==> src/fte_pkg.sv <==
`timescale 1ns / 1ps
`default_nettype none

package fte_pkg;

	localparam logic [16:0] SECS_PER_DAY  = 17'd86400;
	localparam logic [16:0] ERA5_DAY      = 17'd8095;
	localparam logic [17:0] ERA4_DOE_OFS  = 18'd138002;
	localparam logic [17:0] DAYS_PER_ERA1 = 18'd146096;
	localparam logic [17:0] DAYS_PER_CENT = 18'd36524;

	localparam int unsigned HOUR_SHIFT = 29;
	localparam logic [17:0] HOUR_MUL   = 18'((2**29 + 3599) / 3600);
	localparam int unsigned MIN_SHIFT  = 18;
	localparam logic [12:0] MIN_MUL    = 13'((2**18 + 59) / 60);
	localparam int unsigned Q4Y_SHIFT  = 28;
	localparam logic [17:0] Q4Y_MUL    = 18'((2**28 + 1459) / 1460);
	localparam int unsigned YEAR_SHIFT = 26;
	localparam logic [17:0] YEAR_MUL   = 18'((2**26 + 364) / 365);
	localparam int unsigned MP_SHIFT   = 19;
	localparam logic [11:0] MP_MUL     = 12'((2**19 + 152) / 153);

	localparam logic [11:0] YEAR_LO = 12'd1980;
	localparam logic [11:0] YEAR_HI = 12'd2107;

	localparam logic [15:0] DATE_MIN = 16'h0021;
	localparam logic [15:0] TIME_MIN = 16'h0000;
	localparam logic [15:0] DATE_MAX = 16'hFF9F;
	localparam logic [15:0] TIME_MAX = 16'hBF7D;

	typedef struct packed {
		logic [15:0] fat_time;
		logic [15:0] fat_date;
	} fat_word_t;

	// day of March-based year at which each month starts
	function automatic logic [8:0] month_offset(input logic [3:0] mp);
		logic [8:0] ofs;
		case (mp)
			4'd0:    ofs = 9'd0;
			4'd1:    ofs = 9'd31;
			4'd2:    ofs = 9'd61;
			4'd3:    ofs = 9'd92;
			4'd4:    ofs = 9'd122;
			4'd5:    ofs = 9'd153;
			4'd6:    ofs = 9'd184;
			4'd7:    ofs = 9'd214;
			4'd8:    ofs = 9'd245;
			4'd9:    ofs = 9'd275;
			4'd10:   ofs = 9'd306;
			4'd11:   ofs = 9'd337;
			default: ofs = 9'd0;
		endcase
		return ofs;
	endfunction

endpackage

`default_nettype wire

==> src/fat_timestamp_encode.sv <==
`timescale 1ns / 1ps
`default_nettype none

// Converts a day/minute/tick timestamp (days since 1978-01-01) into FAT date
// and time words. Fully pipelined: one transfer per clock while the output
// is not stalled, constant divisions done as reciprocal multiplies in
// separate stages. The whole pipeline holds while m_tready is low and a
// result waits. Seconds are rounded down to even and then advanced by two.
// Years outside 1980..2107 clamp to the nearest valid stamp with m_tuser set.
// TICK_RATE may be 1..68.
module fat_timestamp_encode #(
	parameter int unsigned TICK_RATE = 50
) (
	input  wire logic        clk,
	input  wire logic        arst_n,
	input  wire logic        s_tvalid,
	output logic             s_tready,
	input  wire logic [39:0] s_tdata,  // day_count[15:0], minute_of_day[10:0], tick_in_minute[11:0], pad
	output logic             m_tvalid,
	input  wire logic        m_tready,
	output logic [31:0]      m_tdata,  // fat_date[15:0], fat_time[15:0]
	output logic             m_tuser   // out_of_range
);

	localparam int unsigned TICK_SHIFT = 24;
	localparam logic [24:0] TICK_MUL   = 25'((2**24 + TICK_RATE - 1) / TICK_RATE);

	logic adv;
	logic vld_s1, vld_s2, vld_s3, vld_s4, vld_s5, vld_s6;
	logic vld_s7, vld_s8, vld_s9, vld_s10, vld_s11;

	// stage 1: ticks to seconds
	logic [36:0] tick_prod;
	logic [15:0] day_s1;
	logic [10:0] min_s1;
	logic [11:0] sec_s1;

	// stage 2: seconds of day, even plus two
	logic [16:0] sum_raw;
	logic [15:0] day_s2;
	logic [16:0] sod_s2;

	// stage 3: wrap into next day
	logic [16:0] day_s3;
	logic [16:0] sod_s3;

	// stage 4: era and day of era, hour
	logic [34:0] hour_prod;
	logic        era5_s4;
	logic [17:0] doe_s4;
	logic [16:0] sod_s4;
	logic [4:0]  hour_s4;

	// stage 5
	logic [35:0] q4y_prod;
	logic [16:0] rem_full;
	logic        era5_s5;
	logic [17:0] doe_s5;
	logic [6:0]  q4y_s5;
	logic [4:0]  hour_s5;
	logic [11:0] rem_s5;

	// stage 6
	logic [24:0] min_prod;
	logic [2:0]  cent_cnt;
	logic        era_end;
	logic        era5_s6;
	logic [17:0] doe_s6;
	logic [17:0] n_s6;
	logic [4:0]  hour_s6;
	logic [11:0] rem_s6;
	logic [5:0]  mn_s6;

	// stage 7
	logic [35:0] yoe_prod;
	logic [11:0] sec_full;
	logic        era5_s7;
	logic [17:0] doe_s7;
	logic [8:0]  yoe_s7;
	logic [4:0]  hour_s7;
	logic [5:0]  mn_s7;
	logic [5:0]  sc_s7;

	// stage 8
	logic [1:0]  c100;
	logic [17:0] doy_full;
	logic [8:0]  doy_s8;
	logic [11:0] y_s8;
	logic [4:0]  hour_s8;
	logic [5:0]  mn_s8;
	logic [5:0]  sc_s8;

	// stage 9
	logic [10:0] mp_arg;
	logic [22:0] mp_prod;
	logic [8:0]  doy_s9;
	logic [3:0]  mp_s9;
	logic [11:0] y_s9;
	logic [4:0]  hour_s9;
	logic [5:0]  mn_s9;
	logic [5:0]  sc_s9;

	// stage 10
	logic [8:0]  dy_full;
	logic [3:0]  mo_nxt;
	logic [11:0] yr_s10;
	logic [3:0]  mo_s10;
	logic [4:0]  dy_s10;
	logic [4:0]  hour_s10;
	logic [5:0]  mn_s10;
	logic [5:0]  sc_s10;

	// stage 11: clamp and pack
	logic [11:0]        yr_ofs;
	fte_pkg::fat_word_t res_nxt;
	logic               oor_nxt;
	fte_pkg::fat_word_t res_s11;
	logic               oor_s11;

	assign adv      = !vld_s11 || m_tready;
	assign s_tready = adv;

	assign tick_prod = 37'(s_tdata[38:27]) * 37'(TICK_MUL);
	assign sum_raw   = 17'(min_s1) * 17'd60 + 17'(sec_s1);
	assign hour_prod = 35'(sod_s3 >= fte_pkg::SECS_PER_DAY ?
		sod_s3 - fte_pkg::SECS_PER_DAY : sod_s3) * 35'(fte_pkg::HOUR_MUL);
	assign q4y_prod  = 36'(doe_s4) * 36'(fte_pkg::Q4Y_MUL);
	assign rem_full  = sod_s4 - 17'(hour_s4) * 17'd3600;
	assign min_prod  = 25'(rem_s5) * 25'(fte_pkg::MIN_MUL);
	assign cent_cnt  = 3'(doe_s5 >= fte_pkg::DAYS_PER_CENT)
		+ 3'(doe_s5 >= 18'(2 * 36524))
		+ 3'(doe_s5 >= 18'(3 * 36524))
		+ 3'(doe_s5 >= 18'(4 * 36524));
	assign era_end   = doe_s5 >= fte_pkg::DAYS_PER_ERA1;
	assign yoe_prod  = 36'(n_s6) * 36'(fte_pkg::YEAR_MUL);
	assign sec_full  = rem_s6 - 12'(mn_s6) * 12'd60;
	assign c100      = 2'(yoe_s7 >= 9'd100) + 2'(yoe_s7 >= 9'd200) + 2'(yoe_s7 >= 9'd300);
	assign doy_full  = doe_s7 - (18'(yoe_s7) * 18'd365 + 18'(yoe_s7[8:2]) - 18'(c100));
	assign mp_arg    = {doy_s8, 2'b00} + 11'(doy_s8) + 11'd2;
	assign mp_prod   = 23'(mp_arg) * 23'(fte_pkg::MP_MUL);
	assign dy_full   = doy_s9 - fte_pkg::month_offset(mp_s9) + 9'd1;
	assign mo_nxt    = (mp_s9 < 4'd10) ? mp_s9 + 4'd3 : mp_s9 - 4'd9;
	assign yr_ofs    = yr_s10 - fte_pkg::YEAR_LO;

	always_comb begin
		if (yr_s10 < fte_pkg::YEAR_LO) begin
			res_nxt.fat_date = fte_pkg::DATE_MIN;
			res_nxt.fat_time = fte_pkg::TIME_MIN;
			oor_nxt          = 1'b1;
		end else if (yr_s10 > fte_pkg::YEAR_HI) begin
			res_nxt.fat_date = fte_pkg::DATE_MAX;
			res_nxt.fat_time = fte_pkg::TIME_MAX;
			oor_nxt          = 1'b1;
		end else begin
			res_nxt.fat_date = {yr_ofs[6:0], mo_s10, dy_s10};
			res_nxt.fat_time = {hour_s10, mn_s10, sc_s10[5:1]};
			oor_nxt          = 1'b0;
		end
	end

	always_ff @(posedge clk or negedge arst_n) begin
		if (!arst_n) begin
			vld_s1  <= 1'b0;
			vld_s2  <= 1'b0;
			vld_s3  <= 1'b0;
			vld_s4  <= 1'b0;
			vld_s5  <= 1'b0;
			vld_s6  <= 1'b0;
			vld_s7  <= 1'b0;
			vld_s8  <= 1'b0;
			vld_s9  <= 1'b0;
			vld_s10 <= 1'b0;
			vld_s11 <= 1'b0;
		end else if (adv) begin
			vld_s1  <= s_tvalid;
			vld_s2  <= vld_s1;
			vld_s3  <= vld_s2;
			vld_s4  <= vld_s3;
			vld_s5  <= vld_s4;
			vld_s6  <= vld_s5;
			vld_s7  <= vld_s6;
			vld_s8  <= vld_s7;
			vld_s9  <= vld_s8;
			vld_s10 <= vld_s9;
			vld_s11 <= vld_s10;
		end
	end

	always_ff @(posedge clk) begin
		if (adv) begin
			day_s1 <= s_tdata[15:0];
			min_s1 <= s_tdata[26:16];
			sec_s1 <= tick_prod[TICK_SHIFT+11:TICK_SHIFT];

			day_s2 <= day_s1;
			sod_s2 <= {sum_raw[16:1], 1'b0} + 17'd2;

			if (sod_s2 >= fte_pkg::SECS_PER_DAY) begin
				day_s3 <= 17'(day_s2) + 17'd1;
			end else begin
				day_s3 <= 17'(day_s2);
			end
			sod_s3 <= sod_s2;

			era5_s4 <= day_s3 >= fte_pkg::ERA5_DAY;
			if (day_s3 >= fte_pkg::ERA5_DAY) begin
				doe_s4 <= 18'(day_s3 - fte_pkg::ERA5_DAY);
			end else begin
				doe_s4 <= 18'(day_s3) + fte_pkg::ERA4_DOE_OFS;
			end
			sod_s4  <= (sod_s3 >= fte_pkg::SECS_PER_DAY) ? sod_s3 - fte_pkg::SECS_PER_DAY : sod_s3;
			hour_s4 <= hour_prod[fte_pkg::HOUR_SHIFT+4:fte_pkg::HOUR_SHIFT];

			era5_s5 <= era5_s4;
			doe_s5  <= doe_s4;
			q4y_s5  <= q4y_prod[fte_pkg::Q4Y_SHIFT+6:fte_pkg::Q4Y_SHIFT];
			hour_s5 <= hour_s4;
			rem_s5  <= rem_full[11:0];

			era5_s6 <= era5_s5;
			doe_s6  <= doe_s5;
			n_s6    <= doe_s5 - 18'(q4y_s5) + 18'(cent_cnt) - 18'(era_end);
			hour_s6 <= hour_s5;
			rem_s6  <= rem_s5;
			mn_s6   <= min_prod[fte_pkg::MIN_SHIFT+5:fte_pkg::MIN_SHIFT];

			era5_s7 <= era5_s6;
			doe_s7  <= doe_s6;
			yoe_s7  <= yoe_prod[fte_pkg::YEAR_SHIFT+8:fte_pkg::YEAR_SHIFT];
			hour_s7 <= hour_s6;
			mn_s7   <= mn_s6;
			sc_s7   <= sec_full[5:0];

			doy_s8  <= doy_full[8:0];
			y_s8    <= (era5_s7 ? 12'd2000 : 12'd1600) + 12'(yoe_s7);
			hour_s8 <= hour_s7;
			mn_s8   <= mn_s7;
			sc_s8   <= sc_s7;

			doy_s9  <= doy_s8;
			mp_s9   <= mp_prod[fte_pkg::MP_SHIFT+3:fte_pkg::MP_SHIFT];
			y_s9    <= y_s8;
			hour_s9 <= hour_s8;
			mn_s9   <= mn_s8;
			sc_s9   <= sc_s8;

			yr_s10   <= y_s9 + 12'(mo_nxt <= 4'd2);
			mo_s10   <= mo_nxt;
			dy_s10   <= dy_full[4:0];
			hour_s10 <= hour_s9;
			mn_s10   <= mn_s9;
			sc_s10   <= sc_s9;

			res_s11 <= res_nxt;
			oor_s11 <= oor_nxt;
		end
	end

	assign m_tvalid = vld_s11;
	assign m_tdata  = {res_s11.fat_time, res_s11.fat_date};
	assign m_tuser  = oor_s11;

	a_sod_wrapped: assert property (@(posedge clk) disable iff (!arst_n)
		vld_s4 |-> sod_s4 < fte_pkg::SECS_PER_DAY)
		else $error("seconds of day not below one day");

	a_clamp_words: assert property (@(posedge clk) disable iff (!arst_n)
		(m_tvalid && m_tuser) |-> (m_tdata[15:0] == fte_pkg::DATE_MIN ||
			m_tdata[15:0] == fte_pkg::DATE_MAX))
		else $error("clamped result with unexpected date");

	a_date_fields: assert property (@(posedge clk) disable iff (!arst_n)
		(m_tvalid && !m_tuser) |-> (m_tdata[8:5] >= 4'd1 && m_tdata[8:5] <= 4'd12 &&
			m_tdata[4:0] != 5'd0))
		else $error("month or day out of range");

	a_time_fields: assert property (@(posedge clk) disable iff (!arst_n)
		(m_tvalid && !m_tuser) |-> (m_tdata[31:27] <= 5'd23 && m_tdata[26:21] <= 6'd59 &&
			m_tdata[20:16] <= 5'd29))
		else $error("time field out of range");

	a_stall_hold: assert property (@(posedge clk) disable iff (!arst_n)
		(vld_s10 && m_tvalid && !m_tready) |=> vld_s10)
		else $error("pipeline stage lost during stall");

endmodule

`default_nettype wire
==> config.mk <==
export PLATFORM = sky130hd
export DESIGN_NAME = fat_timestamp_encode
export DESIGN_NICKNAME = d
export VERILOG_FILES = /design/src/fte_pkg.sv /design/src/fat_timestamp_encode.sv
export SDC_FILE = /design/constraint.sdc
export NUM_CORES = 2
export LEC_CHECK = 0
export ABC_AREA = 0
export BUFFER_PORTS_ARGS = -buffer_cell sky130_fd_sc_hd__buf_2
export CAP_MARGIN = 10
export CORE_MARGIN = 2
export CORE_UTILIZATION = 30
export DETAILED_ROUTE_END_ITERATION = 8
export GPL_TIMING_DRIVEN = 0
export PLACE_DENSITY = 0.48
export SYNTH_ARGS = -nofsm -noshare
export SYNTH_HDL_FRONTEND = slang
export SYNTH_SLANG_ARGS = --single-unit
==> constraint.sdc <==
create_clock -name clk -period 15.46 [get_ports clk]
set_input_delay 0 -clock clk [delete_from_list [all_inputs] [get_ports clk]]
set_output_delay 0 -clock clk [all_outputs]
set_load 0.02 [all_outputs]
## After elaboration in Yosys (flattened, before gate mapping)

Memories as Yosys holds them, arrays and structs flattened. A register that Yosys moved wholly into a read port is not among the register bits.
Cells that the tools add are included.

| cells by class | value |
|---|---|
| $lt $le $gt $ge | 14 |
| mux-type cells | 9 |
| reduce and logical (&&, ||, !) cells | 3 |
| $mul | 10 |
| $add $sub $neg | 29 |

Operators with widths:

| kind | number |
|---|---|
| 18-bit by 16-bit multiplier with 33-bit output (second input constant) | 2 |
| 18-bit by 17-bit greater-or-equal comparator with 1-bit output (second input constant) | 2 |
| 35-bit by 18-bit multiplier with 34-bit output (second input constant) | 1 |
| 35-bit 2-to-1 mux | 1 |
| 17-bit greater-or-equal comparator (second input constant) | 2 |
| 32-bit 2-to-1 mux | 1 |
| 12-bit by 19-bit multiplier with 31-bit output (second input constant) | 1 |
| 11-bit by 12-bit multiplier with 23-bit output (second input constant) | 1 |
| 12-bit by 12-bit multiplier with 23-bit output (second input constant) | 1 |
| 17-bit by 18-bit adder with 18-bit output (second input constant) | 1 |
| 18-bit by 3-bit adder with 18-bit output | 1 |
| 18-bit by 16-bit greater-or-equal comparator with 1-bit output (second input constant) | 1 |
| 18-bit greater-or-equal comparator (second input constant) | 1 |
| 18-bit 2-to-1 mux | 1 |
| 17-bit by 13-bit subtractor with 18-bit output (second input constant) | 1 |
| 17-bit by 17-bit subtractor with 18-bit output (second input constant) | 1 |
| 18-bit by 1-bit subtractor with 18-bit output | 1 |
| 18-bit by 7-bit subtractor with 18-bit output | 1 |
| 16-bit by 1-bit adder with 17-bit output (second input constant) | 1 |
| 17-bit by 2-bit adder with 17-bit output (second input constant) | 1 |
| 17-bit by 7-bit adder with 17-bit output | 1 |
| 17-bit by 13-bit greater-or-equal comparator with 1-bit output (second input constant) | 1 |
| 16-bit 2-to-1 mux | 1 |
| 11-bit by 4-bit multiplier with 15-bit output (second input constant) | 1 |
| 36 further kinds | 38 |

| word-level totals | value |
|---|---|
| logic and storage cells | 128 |
| register bits after elaboration | 419 |
| ROM bits | 144 |
| input bits | 44 |
| memories | 1 |
| output and inout bits | 35 |

Memory list:

| memory | words | bits a word | rd ports | clocked after memory_dff | write ports | line | source |
|---|---|---|---|---|---|---|---|
| (no name shown) | 16 | 9 | 1 | 1 | 0 | fte_pkg.sv:39 | `case (mp)` |

## Depth between registers and ports, before layout

| logic depth | value |
|---|---|
| depth in word-level cells | 6 |
| mapped depth | 32 |
| gate-level depth less buffers | 32 |

## Least setup slack after synthesis

Ideal clock, no wire load.

| path | value |
|---|---|
| path type | reg-to-reg |
| start point | reg vld_s11 (netlist: m_tvalid) |
| end point | reg (tool-made name) |
| arrival time | 11681 ps |
| stages on the path, launching flop included | 7 |
| clock period less this slack | 11803 ps |
| buffers on the path | 0 |
| data required time | 15337 ps |
| slack | 3657 ps |
| library setup time | 123 ps |
| path through | dfrtp_1 nor2b_1 clkinv_1 mux2i_2 inv_2 and2_1 a22o_1 |

RTL lines:

| item | line | source |
|---|---|---|
| start, declared | fat_timestamp_encode.sv:30 | `logic vld_s7, vld_s8, vld_s9, vld_s10, vld_s11;` |
| start signal, assigned | fat_timestamp_encode.sv:185 | `vld_s11 <= vld_s10;` |

## Worst setup path after layout

| path | value |
|---|---|
| start point | reg sod_s3[4] |
| end point | reg hour_s4[4], data pin |

| between the ends | value |
|---|---|
| cells in the longest elaborated chain, start to end | 3 |
| elaborated cells between the ends (all ways) | 4 |
| those cells by class | add/sub (1); mul (1); order compare (1); mux (1) |

Ends and longest elaborated chain:

| item | line | source |
|---|---|---|
| start, declared | fat_timestamp_encode.sv:45 | `logic [16:0] sod_s3;` |
| start signal, assigned | fat_timestamp_encode.sv:203 | `sod_s3 <= sod_s2;` |
| 17-bit by 17-bit subtractor with 18-bit output or 17-bit greater-or-equal comparator (tied branches) | fat_timestamp_encode.sv:126, fat_timestamp_encode.sv:125 |  |
| 35-bit 2-to-1 mux * | fat_timestamp_encode.sv:125 | `assign hour_prod = 35'(sod_s3 >= fte_pkg::SECS_PER_DAY ?` |
| 35-bit by 18-bit multiplier with 34-bit output * | fat_timestamp_encode.sv:126 | `sod_s3 - fte_pkg::SECS_PER_DAY : sod_s3) * 35'(fte_pkg::HOUR_MUL);` |
| named net hour_prod[33] | fat_timestamp_encode.sv:48 | `logic [34:0] hour_prod;` |
| end signal, assigned | fat_timestamp_encode.sv:212 | `hour_s4 <= hour_prod[fte_pkg::HOUR_SHIFT+4:fte_pkg::HOUR_SHIFT];` |
| end, declared | fat_timestamp_encode.sv:52 | `logic [4:0] hour_s4;` |

Mark *: on every way through the listed nets, which the timed path passes. The rest lies on a longest branch.
A chain may end at the register's enable or synchronous reset.

==> run summary <==
r2r setup slk: 6980 ps
max_cap viols: 0
antenna cells: 0
H-Tree Depth: 2
Area contributors post-synth: edfxtp_1, ha_1, fa_1, inv_1, xnor2_1
HPWL Detailed: 61200 um
Worst Setup End Kind: flip-flop
Cell variety after synth: 80
die area: 138000 sq um
Ys Warns: 0
Hold Path Class: in2reg
Initial Util: 30.3%
path depth of the worst reg2reg path: 25
area delta synth->final: 11.7%
Synth Flop Type: edfxtp_1
synthesized instance count: 3375
fraction of registers with async set or reset after synthesis: 2.66%
Die Height: 372 um
Fin Clk Skew: 49.7 ps
CTS buffer count: 47
share of layout cells above drive strength 1: 5.79%
Rel. slew slack: 15.4%
share of the synthesized area in the top cell type: 29.5%
#FFs+latches synth: 414
Max Slew Vio Count: 0
Placer Congestion: 0.787
Hold Path Cell Cnt: 2
min-delay src: s_tdata[0]
fin crit share: 54.9%
Via density: 4.27
row count: 134
clk_lat worst skew: 630 ps
Finished Layout Cells: 5341
Syn Nets: 4677
largest net degree at the start of global routing: 102
first-pass GRT wire length: 128000 um
outcome: completed
Least-Margin Pin Slew: 1260 ps
CTS tree: yes
vias: 22803
Initial DRC Count: 669
commonest non-fill, non-tap cell in the layout: ha_1
crit path max fanout: 17
clk slew on worst S/H paths: 70 ps
I/O pins: 79
initial antenna violation count: 0
die width: 372 um
DR pass1 iterations: 4
hold buffers post-CTS: 31
PostCTS Resize Cnt: 0
fmax: 118 MHz
Reg-to-Reg End: hour_s4[4]
# placed instances: 5224
Post-layout nets: 4838
total routed wirelength: 75400 um
Synth area leader: edfxtp_1
most frequent cells in the layout: ha_1, inv_1, fa_1
wire length per cell: 14.1 um
Setup CP Type: reg2reg
DRC: 0
Routed Antenna Nets: 0
Final Critical Period: 8480 ps
Total GRT Usage: 11.5%
EDFF count, synth: 398
multi-input gate area in the final layout: 25400 sq um
Longest Clk Path Bufs: 3
PortBufs: 77
synthesized area per cell: 12.0 sq um
Worst Path Arrival: 8870 ps
Cell Area, Synth: 40600 sq um
Worst R2R Start: sod_s3[4]
Critical Path RT: 15850 ps
RSZ-0062 raised after global routing: no
core area: 134000 sq um
postcts setup bufs: 0
total grt overflow: 0
Fill cells: 13418
count of final setup violators: 0
Clock Sinks: 414
Hold Path End: day_s1[0]
sequential fraction of the synthesis area: 30.4%
register area: 12300 sq um
Final Hold Vio Count: 0
CP Launch Type: flip-flop
Clock Tree Root: clkbuf_16
vias in the first global route: 24824
-- flip-flops by register name (all words and copies together), names as in the netlist, 11 cells and up, named ones only --
register	flops
day_s1	16
day_s2	16
day_s3	17
doe_s4	18
doe_s5	18
m_tdata	32
min_s1	11
n_s6	18
rem_s5	11
sod_s2	16
sod_s3	16
sod_s4	11
y_s8	12
y_s9	12
yr_s10	12
-- critical path, cell delays in order, from the launching register on --
cell and delay, ps:
edfxtp_1 630, inv_1 90, ha_1 220, and4b_1 180, a31oi_1 160, o21ai_1 100, nand2_1 240, or3_1 150
buf_2 170, clkbuf_1 550, inv_1 560, ha_1 520, ha_1 390, fa_1 480, fa_1 510, fa_1 520
fa_1 490, ha_1 310, nand4_1 110, a221oi_1 400, and3_1 230, a22oi_1 140, a311oi_1 460, a21o_1 220
a21oi_1 90, xnor2_1 350
-- per-layer routing --
layer	up-vias	GRT usage, %	share of wire (%)
met2	193	19.4	46
met5	-	0	0
met1	10956	15.9	50
li1	11580	-	-
met3	74	1.28	2.3
met4	0	2.20	1.6
-- metrics by stage --
stage	utilization [%]	instance area, sq um	TNS, ps	hold WS [ps]	setup WS (ps)
2_1_floorplan	-	40600	0	-296	3660
6_report	33.9	45300	0	78.8	6980
4_1_cts	33.9	45300	0	26.5	6850
5_1_grt	33.9	45300	0	59.9	6340
3_3_place_gp	32.3	43200	-299460	-118	-1110
3_5_place_dp	32.3	43300	0	-118	6860
-- synth_stat cells, drive strengths merged, types with 3 or more instances --
cell type  count
a211o          5
a211oi        11
a21boi         5
a21o          50
a21oi        107
a311oi         4
a31oi         12
a41oi          4
and2           7
and3          16
and4           5
clkbuf        12
dfrtp         11
dfxtp          5
edfxtp       398
fa           457
ha           801
inv          743
mux2          12
mux2i         11
nand2        102
nand2b        18
nand3         40
nand3b         5
nand4         25
nor2          74
nor2b         24
nor3          23
nor3b          4
nor4           9
o2111ai        5
o211ai         7
o21a          12
o21ai         64
o21bai        16
o22ai          4
o31a           3
o31ai          9
o41ai          3
or2           10
or3            7
xnor2        131
xor2          71
-- worst max-delay path by stage --
| stage | start | end | slack, ps |
|---|---|---|---|
| final | sod_s3[4] | hour_s4[4] | 6980 |
| after global routing | sod_s3[3] | hour_s4[4] | 6340 |
| after CTS | sod_s3[4] | hour_s4[4] | 6850 |
| after detailed placement | sod_s3[4] | hour_s4[4] | 6860 |
| after global placement | m_tvalid | flip-flop | -1110 |
| after floorplan | m_tvalid | flip-flop | 3660 |
-- cell families (layout without fill, tap and decap cells) --
logic type / after synthesis / in the layout / synth area share (%)
AOI/OAI and AO/OA: 341 / 341 / 5.51
xor gates and xnor gates: 202 / 202 / 4.40
adders and majority gates: 1258 / 1258 / 47.3
buffers and inverters: 758 / 956 / 7.02
DFF: 414 / 414 / 30.4
muxes: 23 / 23 / 0.645
and+or+nand+nor: 379 / 379 / 4.78
-- cell type report --
class                           instances  area share, %
Inverter                              744           6.17
Tap cell                             1768           4.88
Sequential cell                       414           27.2
Clock inverter                         27          0.986
Buffer                                 14          0.121
Clock buffer                           59           2.83
Timing Repair Buffer                  112           1.78
Multi-Input combinational cell       2203           56.0
Power is not shown: default switching activity piles up to over one toggle a cycle in this logic, so the estimate is an artifact.
